## src/rtl/q2e_pkg.sv

```systemverilog
// ----------------------------------------------------------------------------
// q2e_pkg
// Shared widths, pipeline word types and constants of the quaternion to
// Euler angle converter.
// ----------------------------------------------------------------------------
package q2e_pkg;

  localparam int CORDIC_STEPS_DEF = 16;
  localparam int ATAN_LEN         = 24;
  localparam int SQRT_STEPS       = 32;
  localparam int ARGW             = 35;
  localparam int XW               = 52;
  localparam int ZW               = 35;
  localparam int PW               = 37;
  localparam int OW               = 16;

  localparam logic signed [ZW-1:0] PI_Q30      = 35'sd3373259426;
  localparam logic signed [PW-1:0] HALF_PI_Q30 = 37'sd1686629713;
  localparam logic signed [ARGW-1:0] ONE_Q30   = 35'sd1073741824;
  localparam int ANG_MAX   = 25736;
  localparam int PITCH_MAX = 12868;

  typedef struct packed {
    logic [63:0] rem;
    logic [63:0] root;
  } sqrt_lane_t;

  typedef struct packed {
    logic                   v;
    sqrt_lane_t             sp;
    sqrt_lane_t             cp;
    logic signed [ARGW-1:0] sr;
    logic signed [ARGW-1:0] cr;
    logic signed [ARGW-1:0] sy;
    logic signed [ARGW-1:0] cy;
  } sqrt_word_t;

  typedef struct packed {
    logic                 zero;
    logic signed [XW-1:0] x;
    logic signed [XW-1:0] y;
    logic signed [ZW-1:0] z;
  } cordic_lane_t;

  typedef struct packed {
    logic               v;
    cordic_lane_t [2:0] lane;
  } cordic_word_t;

  function automatic logic signed [ZW-1:0] atan_q30(input int i);
    logic signed [ZW-1:0] a;
    unique case (i)
      0:  a = 35'sd843314857;
      1:  a = 35'sd497837829;
      2:  a = 35'sd263043837;
      3:  a = 35'sd133525159;
      4:  a = 35'sd67021687;
      5:  a = 35'sd33543516;
      6:  a = 35'sd16775851;
      7:  a = 35'sd8388437;
      8:  a = 35'sd4194283;
      9:  a = 35'sd2097149;
      10: a = 35'sd1048576;
      11: a = 35'sd524288;
      12: a = 35'sd262144;
      13: a = 35'sd131072;
      14: a = 35'sd65536;
      15: a = 35'sd32768;
      16: a = 35'sd16384;
      17: a = 35'sd8192;
      18: a = 35'sd4096;
      19: a = 35'sd2048;
      20: a = 35'sd1024;
      21: a = 35'sd512;
      22: a = 35'sd256;
      23: a = 35'sd128;
      default: a = '0;
    endcase
    return a;
  endfunction

  function automatic logic signed [OW-1:0] to_q13(input logic signed [PW-1:0] z,
                                                  input int lim);
    logic signed [PW-1:0] r;
    logic signed [PW-1:0] l;
    r = (z + PW'(65536)) >>> 17;
    l = PW'(lim);
    if (r > l) r = l;
    if (r < -l) r = -l;
    return r[OW-1:0];
  endfunction

endpackage

```

## src/rtl/q2e_cordic_cell.sv

```systemverilog
// ----------------------------------------------------------------------------
// q2e_cordic_cell
// One vectoring CORDIC micro-rotation for the roll, pitch and yaw lanes.
// ----------------------------------------------------------------------------
module q2e_cordic_cell #(
  parameter int STEP = 0
) (
  input  logic                  clk,
  input  logic                  rst,
  input  logic                  en,
  input  q2e_pkg::cordic_word_t d,
  output q2e_pkg::cordic_word_t q
);
  import q2e_pkg::*;

  localparam logic signed [ZW-1:0] ANG = atan_q30(STEP);

  cordic_word_t nxt;

  always_comb begin
    nxt = d;
    for (int k = 0; k < 3; k++) begin
      if (d.lane[k].y > 0) begin
        nxt.lane[k].x = d.lane[k].x + (d.lane[k].y >>> STEP);
        nxt.lane[k].y = d.lane[k].y - (d.lane[k].x >>> STEP);
        nxt.lane[k].z = d.lane[k].z + ANG;
      end else begin
        nxt.lane[k].x = d.lane[k].x - (d.lane[k].y >>> STEP);
        nxt.lane[k].y = d.lane[k].y + (d.lane[k].x >>> STEP);
        nxt.lane[k].z = d.lane[k].z - ANG;
      end
    end
  end

  always_ff @(posedge clk) begin
    if (rst) begin
      q.v <= 1'b0;
    end else if (en) begin
      q <= nxt;
    end
  end

endmodule

```

## config.mk

```make
export PLATFORM = sky130hd
export DESIGN_NAME = q2e_cordic_cell
export DESIGN_NICKNAME = d
export VERILOG_FILES = /design/src/rtl/q2e_pkg.sv /design/src/rtl/q2e_cordic_cell.sv
export SDC_FILE = /design/constraint.sdc
export NUM_CORES = 2
export LEC_CHECK = 0
export ABC_AREA = 0
export BUFFER_PORTS_ARGS = -buffer_cell sky130_fd_sc_hd__buf_4
export CORE_ASPECT_RATIO = 0.75
export CORE_MARGIN = 3
export CORE_UTILIZATION = 45
export CTS_CLUSTER_DIAMETER = 200
export DETAILED_ROUTE_END_ITERATION = 12
export PLACE_DENSITY = 0.66
export REMOVE_ABC_BUFFERS = 1
export SLEW_MARGIN = 20
export SYNTH_ARGS = -nofsm -noshare
export SYNTH_HDL_FRONTEND = slang
export SYNTH_SLANG_ARGS = --single-unit
```

## constraint.sdc

```tcl
create_clock -name clk -period 30.5 [get_ports clk]
set_input_delay 6.1 -clock clk [delete_from_list [all_inputs] [get_ports clk]]
set_output_delay 6.1 -clock clk [all_outputs]
set_load 0.05 [all_outputs]
```

# After elaboration in Yosys (flattened, before gate mapping)

Index checks and enable logic that the tools add are counted.

Flip-flop bits (word level): 421
Input port bits: 424
Output and inout port bits: 421

Add/subtract/negate cells: 15
Magnitude comparators: 3
Muxes and demuxes: 3
Bitwise operators: 1
Reductions and logical operators: 1

Operators with widths:

| cell                     | count |
|---|---|
| $mux W139                | 3 |
| $sub A52 B52 Y52         | 6 |
| $add A52 B52 Y52         | 3 |
| $gt A52 B1 Y1 const B    | 3 |
| $add A35 B31 Y35 const B | 3 |
| $sub A35 B31 Y35 const B | 3 |
| $reduce_and A2 Y1        | 1 |
| $not A1 Y1               | 1 |

# Longest topological paths before layout

Depth after elaboration: 2
Depth in mapped cells: 20

# Least setup slack after synthesis

Ideal clock, no wire load.

Kind: input-to-reg
From: in rst
To: reg q[0] in the netlist's numbering (enable)
Data arrival time: 24511 ps
Setup slack: 4727 ps
Stages on the path: 1
Path buffers: 0
Path through: nor2b_1

Longest elaborated chain between the ends: 2

RTL lines:

| element                            | line                  | text |
|---|---|---|
| from (decl)                        | q2e_cordic_cell.sv:9  | `input logic rst,` |
| $not A1 Y1 (no source line)        | n/a                   |  |
| $reduce_and A2 Y1 (no source line) | n/a                   |  |
| to (signal assigned)               | q2e_cordic_cell.sv:39 | `q <= nxt;` |
| to (decl)                          | q2e_cordic_cell.sv:12 | `output q2e_pkg::cordic_word_t q` |

No other way between the ends.
A chain may end at the register's enable or synchronous reset.

==> out/qor.csv <==
stage,metric,value,unit
status,status,"finished, final reports clean",
sta,fin_hold_ws,0.541,ns
logic_synthesis,synth_cells,5654,
final_layout,finalNetCount,7345,
floorplan,die_h,284,µm
pwr,cellPowerDensity,47.7,nW/µm²
final_layout,top_register,q,
clock_network,cts.repair.resized,0,
sta,tns,0,ns
worst_setup_path,cp_max_fo,43,
routing,drc,0,
sta,clock.fmax,86.7,MHz
placement,place.gp.congestion,1.05,
logic_synthesis,synthMuxAreaShare,1.30,%
pwr,vdd_drop_max,0.0420,mV
floorplan,core,102000,µm²
clock_network,cts_sinks,418,
logic_synthesis,synth_ff_type,edfxtp_1,
final_layout,regArea,12500,µm²
worst_setup_path,rr_endpoint,q[420],
clock_network,htree_levels,2,
worst_setup_path,worstPathRequired,30.90,ns
logic_synthesis,synth_cell_type_count,94,
sta,fin_crit,11.53,ns
logic_synthesis,synth_compound_area_share,27.8,%
worst_setup_path,regToRegStartpoint,q[420],
logic_synthesis,synth.avg_cell_area,8.19,µm²
placement,dp_hpwl,179000,µm
logic_synthesis,yosysTopAreaCell,edfxtp_1,
sta,finalSetupViolCount,0,
sta,hold_viol,0,
sta,slew_headroom,18.8,%
pwr,p_leak,24.0,nW
worst_setup_path,arrival,11.92,ns
logic_synthesis,synth-simple-area-share,14.6,%
logic_synthesis,async_flop_share,0,%
clock_network,clk_pin_slew,0.06,ns
final_layout,multi_input_area,30900,µm²
routing,wirelength,217000,µm
final_layout,largest_register_ffs,418,
global_route,antenna_found_initial,22,
routing,vias,49200,
logic_synthesis,yosysMostFrequentCell,a21oi_1,
routing,postRouteAntennaNets,0,
floorplan,dieWidth,377,µm
worst_hold_path,whs_path_depth,2,
worst_setup_path,crit_path_top_delay_cell,a2111oi_0,
logic_synthesis,synth_commonest_cells,"a21oi_1 (720), ha_1 (558), inv_1 (507)",
final_layout,fillers,9705,
routing,drt-wirelength-per-cell,28.1,µm
logic_synthesis,synth.top_cell.area_share,27.0,%
clock_network,insertion_delay,0.65,ns
logic_synthesis,synth_area_leaders,"edfxtp_1 (27%), ha_1 (15%), a21oi_1 (7.8%)",
sta,finalCritPeriodShare,37.8,%
clock_network,cts_setup_buffers,0,
floorplan,row_count,101,
logic_synthesis,yosysWarnings,0,
worst_setup_path,startpoint_type,input pin,
global_route,grt_pass1_wl,310000,µm
worst_setup_path,r2r_cells,2,
clock_network,cts_buffers,49,
global_route,grt_usage,38.5,%
worst_setup_path,regToRegSetupSlack,29.89,ns
sta,report.final.slew_viol_count,0,
worst_hold_path,hp-start,q[420],
clock_network,cts_max_path_buffers,3,
sta,skew,0,ns
final_layout,drive_above_1_share,16.2,%
final_layout,syn_to_final_growth,19.4,%
logic_synthesis,synth_top_family_by_area,compound AO/OA/AOI/OAI gates,
global_route,grt_pass1_vias,44900,
sta,rsz0062_at_grt,no,
logic_synthesis,syn_area,46300,µm²
global_route,grt_max_degree,88,
logic_synthesis,ys_seq_area_share,27.1,%
logic_synthesis,synth_xor_area_share,7.39,%
sta,worst_pin_slew,1.20,ns
floorplan,initial_utilization,45.6,%
global_route,grt_overflow,0,
logic_synthesis,synthAdderAreaFrac,15.6,%
job,cap_viol_max_count,0,
worst_hold_path,min_to,q[420],
worst_setup_path,cpPeakStageDelay,0.87,ns
floorplan,ioPinCount,845,
routing,drt_iter0_drc,7418,
logic_synthesis,ys_ff_latch,418,
clock_network,root_buffer,clkbuf_16,
worst_setup_path,endpoint_kind,flip-flop,
final_layout,top_regs,q (418),
routing,viasPerCell,6.35,
routing,drt-pass1-iter-count,9,
logic_synthesis,synth_edf_count,417,
worst_setup_path,critPathKind,in2reg,
worst_setup_path,cp_cell_sequence,"buf_4, nor4_1, nand4_1, nor4_1, or2_4, clkinv_2, buf_4, ha_1, nand4_1, o31ai_1, a221o_1, a41oi_1, a2111oi_0, nor2_1, o21ai_0, a21oi_1, xnor2_1",
clock_network,ctsHoldBuffers,0,
worst_hold_path,hold_path.class,reg2reg,
clock_network,cts_tree,built,
floorplan,die_area,107000,µm²
placement,numPortBuffers,844,
[cell usage in the layout, fill, tap and decap left out, drive strengths merged, types with 91 or more instances in the layout]
cell / instances
ha: 558
inv: 511
xnor2: 344
nor2: 474
buf: 875
o21ai: 411
a21o: 160
nand2: 322
o21bai: 153
nor4: 94
nor3: 106
nand4: 91
edfxtp: 417
a21oi: 722
[layout make-up]
type,instances,area share (%)
multi-input combinational,4482,55.8
sequential,418,22.7
timing repair buffer,875,11.9
inverter,525,3.57
tap,1339,3.03
clock buffer,54,2.25
clock inverter,38,0.726
antenna,15,0.0678
[where the power goes]
part,total [mW],internal [mW],switching (mW)
Sequential,0.772,0.735,0.0373
Clock,0.625,0.349,0.276
Combinational,1.24,0.392,0.852
Total,2.64,1.48,1.17
[cells by family (layout without fill, tap and decap cells)]
kind of cell             count (synthesis)  count (layout)
AO/OA/AOI/OAI                         2040            2040
AND/OR/NAND/NOR                       1421            1421
buffers and inverters                  754            1492
adder cells (fa/ha/maj)                570             570
flip-flops                             418             418
XOR/XNOR                               391             391
multiplexers                            60              60
other                                    0              15
[worst max-delay path: cells and delay by family]
kind	cells	cell delay [ns]
AOI/OAI and AO/OA	6	2.21
and+or+nand+nor	6	1.88
buffers and inverters	3	1.03
adders and majority gates	1	0.50
xor gates and xnor gates	1	0.14
[how the worst max path moves through the flow]
stage                       end  slack [ns]  depth (start not counted)   from
after floorplan            q[0]        4.73                          1    rst
after global placement    q[31]       18.56                         17  d[37]
after detailed placement  q[31]       18.49                         17  d[50]
after CTS                 q[31]       19.16                         17  d[50]
after global routing      q[31]       18.68                         17  d[50]
final                     q[31]       18.97                         17  d[50]
[per-stage QoR]
step | total power, mW | std cells | utilization [%] | worst slack (ns) | cell area, µm²
CTS | 2.62 | 7731 | 54.4 | 19.16 | 55300
global placement | 1.99 | 7639 | 52.8 | 18.56 | 53600
detailed placement | 1.98 | 7639 | 52.8 | 18.49 | 53600
floorplan | 1.56 | 5425 | - | 4.73 | 45400
finish | 2.64 | 7746 | 54.5 | 18.97 | 55300
global route | 2.74 | 7744 | 54.5 | 18.68 | 55300
[metal layers]
metal	global-route usage (%)	vias up	part of all wire (%)
li1	-	22000	-
met1	55.7	23700	43
met2	53.4	3056	40
met3	11.6	382	12
met4	14.0	12	4.0
met5	0.988	-	0.10
Note: power is estimated with default switching activity, not from simulation.
