--- src/rtl/q2e_pkg.sv ---
// ----------------------------------------------------------------------------
// q2e_pkg
// Shared widths, pipeline word types and constants of the quaternion to
// Euler angle converter.
// ----------------------------------------------------------------------------
package q2e_pkg;

  localparam int CORDIC_STEPS_DEF = 16;
  localparam int ATAN_LEN         = 24;
  localparam int SQRT_STEPS       = 32;
  localparam int ARGW             = 35;
  localparam int XW               = 52;
  localparam int ZW               = 35;
  localparam int PW               = 37;
  localparam int OW               = 16;

  localparam logic signed [ZW-1:0] PI_Q30      = 35'sd3373259426;
  localparam logic signed [PW-1:0] HALF_PI_Q30 = 37'sd1686629713;
  localparam logic signed [ARGW-1:0] ONE_Q30   = 35'sd1073741824;
  localparam int ANG_MAX   = 25736;
  localparam int PITCH_MAX = 12868;

  typedef struct packed {
    logic [63:0] rem;
    logic [63:0] root;
  } sqrt_lane_t;

  typedef struct packed {
    logic                   v;
    sqrt_lane_t             sp;
    sqrt_lane_t             cp;
    logic signed [ARGW-1:0] sr;
    logic signed [ARGW-1:0] cr;
    logic signed [ARGW-1:0] sy;
    logic signed [ARGW-1:0] cy;
  } sqrt_word_t;

  typedef struct packed {
    logic                 zero;
    logic signed [XW-1:0] x;
    logic signed [XW-1:0] y;
    logic signed [ZW-1:0] z;
  } cordic_lane_t;

  typedef struct packed {
    logic               v;
    cordic_lane_t [2:0] lane;
  } cordic_word_t;

  function automatic logic signed [ZW-1:0] atan_q30(input int i);
    logic signed [ZW-1:0] a;
    unique case (i)
      0:  a = 35'sd843314857;
      1:  a = 35'sd497837829;
      2:  a = 35'sd263043837;
      3:  a = 35'sd133525159;
      4:  a = 35'sd67021687;
      5:  a = 35'sd33543516;
      6:  a = 35'sd16775851;
      7:  a = 35'sd8388437;
      8:  a = 35'sd4194283;
      9:  a = 35'sd2097149;
      10: a = 35'sd1048576;
      11: a = 35'sd524288;
      12: a = 35'sd262144;
      13: a = 35'sd131072;
      14: a = 35'sd65536;
      15: a = 35'sd32768;
      16: a = 35'sd16384;
      17: a = 35'sd8192;
      18: a = 35'sd4096;
      19: a = 35'sd2048;
      20: a = 35'sd1024;
      21: a = 35'sd512;
      22: a = 35'sd256;
      23: a = 35'sd128;
      default: a = '0;
    endcase
    return a;
  endfunction

  function automatic logic signed [OW-1:0] to_q13(input logic signed [PW-1:0] z,
                                                  input int lim);
    logic signed [PW-1:0] r;
    logic signed [PW-1:0] l;
    r = (z + PW'(65536)) >>> 17;
    l = PW'(lim);
    if (r > l) r = l;
    if (r < -l) r = -l;
    return r[OW-1:0];
  endfunction

endpackage

--- src/rtl/q2e_sqrt_cell.sv ---
// ----------------------------------------------------------------------------
// q2e_sqrt_cell
// One restoring square-root digit for both pitch radicands; carries the
// roll and yaw arguments along.
// ----------------------------------------------------------------------------
module q2e_sqrt_cell #(
  parameter int STEP = 0
) (
  input  logic                 clk,
  input  logic                 rst,
  input  logic                 en,
  input  q2e_pkg::sqrt_word_t  d,
  output q2e_pkg::sqrt_word_t  q
);
  import q2e_pkg::*;

  localparam logic [63:0] BIT = 64'(1) << (62 - 2 * STEP);

  sqrt_word_t nxt;

  function automatic sqrt_lane_t digit(input sqrt_lane_t s);
    sqrt_lane_t o;
    logic [63:0] trial;
    trial = s.root + BIT;
    if (s.rem >= trial) begin
      o.rem  = s.rem - trial;
      o.root = (s.root >> 1) + BIT;
    end else begin
      o.rem  = s.rem;
      o.root = s.root >> 1;
    end
    return o;
  endfunction

  always_comb begin
    nxt    = d;
    nxt.sp = digit(d.sp);
    nxt.cp = digit(d.cp);
  end

  always_ff @(posedge clk) begin
    if (rst) begin
      q.v <= 1'b0;
    end else if (en) begin
      q <= nxt;
    end
  end

endmodule

--- config.mk ---
export PLATFORM = sky130hd
export DESIGN_NAME = q2e_sqrt_cell
export DESIGN_NICKNAME = d
export VERILOG_FILES = /design/src/rtl/q2e_pkg.sv /design/src/rtl/q2e_sqrt_cell.sv
export SDC_FILE = /design/constraint.sdc
export NUM_CORES = 1
export LEC_CHECK = 0
export ABC_CLOCK_PERIOD_IN_PS = 20200
export BUFFER_PORTS_ARGS = -buffer_cell sky130_fd_sc_hd__buf_2
export CORE_AREA = 2 2 307 309
export CTS_CLUSTER_SIZE = 28
export DETAILED_ROUTE_END_ITERATION = 8
export DIE_AREA = 0 0 309 311
export GPL_ROUTABILITY_DRIVEN = 0
export SYNTH_ARGS = -nofsm -noshare
export SYNTH_HDL_FRONTEND = slang
export SYNTH_SLANG_ARGS = --single-unit
--- constraint.sdc ---
create_clock -name clk -period 20.2 [get_ports clk]
set_input_delay 1.01 -clock clk [delete_from_list [all_inputs] [get_ports clk]]
set_output_delay 1.01 -clock clk [all_outputs]
set_load 0.02 [all_outputs]
Yosys cells after proc, flatten, opt, wreduce, memory -nomap -nowiden
Cells that the tools add are included.
- word-level logic and storage cells: 23
- register bits after elaboration: 397
- output and inout port bits: 397
- bits of input ports: 400
- order comparisons: 2
- bitwise logic cells: 1
- reduce and logical (&&, ||, !) cells: 1
- mux-type cells: 2
- add/sub/neg operators: 6
- operators with widths (operator ; number):
    $mux W128 ; 2
    $add A63 B63 Y64 const B ; 2
    $add A64 B63 Y64 const B ; 2
    $ge A64 B64 Y1 ; 2
    $sub A64 B64 Y64 ; 2
    $reduce_and A2 Y1 ; 1
    $not A1 Y1 ; 1

Logic depth before layout (Yosys ltp)
- depth in word-level cells: 3
- gate-level depth with buffers: 15
- mapped depth without buffers: 13

Worst setup path after synthesis
Ideal clock, no wire load.
- kind: input to register
- start point: in rst
- end point: reg q[0] in the netlist's numbering (enable)
- buffers on the path: 0
- path slack: 0.488 ns
- data required time: 18.983 ns
- arrival: 18.496 ns
- library setup time: 1.217 ns
- cell stages on the path: 1
- cell sequence: nor2b_1
- longest elaborated chain between the ends: 2
- ends and longest elaborated chain (item ; line ; source):
    from (decl) ; q2e_sqrt_cell.sv:10 ; input logic rst,
    $not A1 Y1 (no source line) ; - ;
    $reduce_and A2 Y1 (no source line) ; - ;
    to (signal assigned) ; q2e_sqrt_cell.sv:45 ; q <= nxt;
    to (decl) ; q2e_sqrt_cell.sv:13 ; output q2e_pkg::sqrt_word_t q
No other way between the ends.
A chain may end at the register's enable or synchronous reset.

==> results by group <==
Synth
  • Number of synthesized flops with an enable pin: slightly below 400
  • Avg Inst Size Synth: about 11 um^2
  • Main synth FF type: edfxtp_1
  • Synth async-reset ratio: 0%
  • Synth cell types: 80
  • Cells after Synth: 1,947
  • Yosys reg bits: 397
  • Yosys warning count: 0
  • Sequential share of the synthesized area: 54.7%
  • Post-Syn Area: about 22,000 um^2
  • Mapped Nets: 2,477

Floorplanning
  • Chip width: a little over 300 um
  • Chip Height: 311 um
  • Rows: around 110
  • DIE AREA: 96,100 um^2
  • Initial core utilization: about a quarter
  • I/O pins: between 700 and 800
  • CORE AREA: 92,800 um^2

Power
  • Final Total Pwr: 2.47 mW
  • Lkg Pwr: around 12 nW
  • VDD IR-drop max: 68.3 uV
  • Pwr dens: around 86 nW/um^2

Global routing
  • Gr usage total: between 10% and 20%
  • Largest net degree at the start of global routing: between 100 and 150
  • Grt ovf: 0
  • Vias in the first global route: 18.3k
  • First-pass GRT wire length: ~120 mm
  • Initial antenna violation count: 18

Clock tree
  • Postcts setup bufs: 0
  • Clk_lat worst skew: between 0.6 and 0.7 ns
  • Hold-fix buffers, CTS: 0
  • H-tree levels: 2
  • Clock transition at path regs: 0.06 ns
  • Num Clock Sinks: 397
  • CTS buffer count: 47
  • CTS tree: done
  • Max Root-Sink Buffers: 3
  • Post-cts gate resize count: 0
  • Root Buffer: clkbuf_16

STA
  • Clock Skew: 0 ns
  • Setup TNS Final: 0 ns
  • Hold Vio Cnt, Final: 0
  • Post-layout min period: about 5.0 ns
  • Fin crit share: about 25%
  • RSZ-0062 raised after global routing: no
  • Fin. max-slew vios: 0
  • Max-slew headroom at the worst pin: 30.7%
  • Final setup fails: 0
  • Worst setup margin: 15.23 ns
  • Actual slew at the worst max-slew pin: between 1 and 1.5 ns
  • Max Freq: between 200 and 250 MHz

Run status
  • Outcome: completed

Setup path
  • CP peak stage delay: approximately 0.91 ns
  • Worst Path Max Fanout: 80
  • Worst Setup Path Type: in -> reg
  • CP Launch Type: primary input
  • CP endpoint kind: register
  • Worst Path Required: approximately 20 ns
  • Arr. time, crit path: roughly 5.3 ns
  • Cells along the critical path: buf_2 -> inv_1 -> ha_1 -> fa_1 -> nand2b_1 -> a211oi_1 -> o31a_1 -> a311o_1 -> a21o_1 -> a21oi_1 -> o311ai_4 -> buf_4 -> and4_1 -> nor3_2
  • Slowest-stage cell, CP: o311ai_4
  • WP buf/inv: 3
  • Top delay family on crit path: compound AO/OA/AOI/OAI gates

Hold path
  • Worst Hold Class: reg -> reg

Detailed routing
  • Max layer used: met5
  • Routed WL: between 80 and 90 mm
  • Met3 wire len: between 7 and 8 mm
  • Wire length on met2: about 41 mm
  • WL/cell: 20.6 um
  • Pre-antenna DRT Iters: 5
  • DRC Markers: 0
  • Via-to-Cell Ratio: approximately 4.6
  • DR iter-0 viols: approximately 1.3k
  • Vias: roughly 19k
  • Met1 Wirelength: approximately 30 mm
  • Detail Route Antenna Nets: 0

Placed design
  • HPWL Detailed: 66.6 mm
  • Number of port buffers: 796
  • Worst slack, placed: around 15 ns

Layout
  • Regs by FF count: q: 397 flops
  • Largest register FFs: between 300 and 400
  • Synthesis-to-layout area growth: 31.2%
  • Layout cell share with drive strength beyond 1: roughly 33%
  • Largest reg by FF count: q
  • Nets: 3,237

Flow run
  • Maxcap violations: 0
==> area by class of cell <==
cell class                      instances  area [um^2]
Tap cell                             1254         1570
Clock buffer                           56         1210
Inverter                              151          567
Antenna cell                            6         15.0
Multi-Input combinational cell       1305         8960
Clock inverter                         31          295
Fill cell                            9745        64200
Timing Repair Buffer                  805         4060
Sequential cell                       397        11900
==> power breakdown <==
group          internal [mW]  switching [mW]
combinational          0.213           0.392
clock                  0.481           0.371
sequential             0.992          0.0187
==> layout by cell type, fill, tap and decap left out, drive strengths merged, types with 5 or more instances in the layout <==
| master | n |
|---|---|
| inv | 153 |
| clkinv | 21 |
| clkbuf | 56 |
| mux2 | 53 |
| o21a | 18 |
| a2111oi | 5 |
| buf | 805 |
| nand2 | 123 |
| xor2 | 51 |
| and3 | 14 |
| o31ai | 16 |
| nand4 | 50 |
| diode | 6 |
| a21oi | 202 |
| a311oi | 7 |
| o21ai | 93 |
| o211ai | 7 |
| edfxtp | 396 |
| a31oi | 15 |
| o41ai | 5 |
| ha | 128 |
| nor2b | 13 |
| a211oi | 11 |
| nand2b | 11 |
| o21bai | 37 |
| a21boi | 8 |
| nor3 | 24 |
| a21o | 80 |
| xnor2 | 65 |
| nand3 | 23 |
| or3 | 9 |
| nor2 | 158 |
| and2 | 12 |
| and4 | 9 |
==> per-layer routing <==
metal  vias up  global-route usage [%]
met2       866                    28.6
met4        20                    7.49
met1      8759                    18.1
li1       8722                       -
met3       157                    4.92
met5         -                       0
==> synth_stat cells, drive strengths merged, types with 5 or more instances <==
cell,n,area [um^2]
xnor2,65,569
nor2,158,593
edfxtp,396,11900
and3,14,87.6
xor2,51,447
a2111oi,5,45.0
ha,128,1600
mux2,53,597
o21bai,37,282
o31ai,16,135
a21o,80,601
a31oi,15,100
nand4,50,313
a21oi,202,1020
inv,151,567
o21ai,93,465
o211ai,7,52.6
o41ai,5,43.8
nor2b,13,81.3
or3,9,56.3
buf,23,115
nand2,123,462
o21a,18,135
a21boi,8,60.1
nand3,23,115
nand2b,11,68.8
nor3,24,125
and4,9,78.8
a311oi,7,85.1
and2,12,75.1
clkbuf,71,267
a211oi,11,87.6
==> worst reg2reg max path: stages, from the launching register on <==
cell	delay [ns]
dfxtp_1	0.31
mux2i_1	0.12
nor2_1	0.05
==> final timing paths <==
path / from / end / slack (ns) / cells after the start
setup / recovery: d[332] / q[395] / 15.23 / 14
hold / removal: q[396] / q[396] / 0.50 / 2
setup reg to reg: q[396] / q[396] / 19.62 / 2
hold reg to reg: q[396] / q[396] / 0.50 / 2
==> per-stage QoR <==
stage	utilization [%]	std cells	instance area [um^2]	hold WS, ns
final	30.8	4005	28600	0.501
after floorplan	-	1947	21800	0.579
after global routing	30.8	4002	28600	0.506
after detailed placement	29.2	3912	27100	0.488
after CTS	30.8	3999	28600	0.501
after global placement	29.2	3912	27100	0.472
==> kinds of logic (layout without fill, tap and decap cells) <==
group	count (synthesis)	count (layout)	share of synthesized area, %
muxes	56	56	2.88
AOI/OAI and AO/OA	543	543	15.9
adders and majority gates	130	130	7.53
buffers and inverters	245	1043	4.35
xor gates and xnor gates	116	116	4.66
and+or+nand+nor	460	460	9.95
DFF	397	397	54.7
other	0	6	0
No activity file was read; power rests on OpenSTA's default activity.
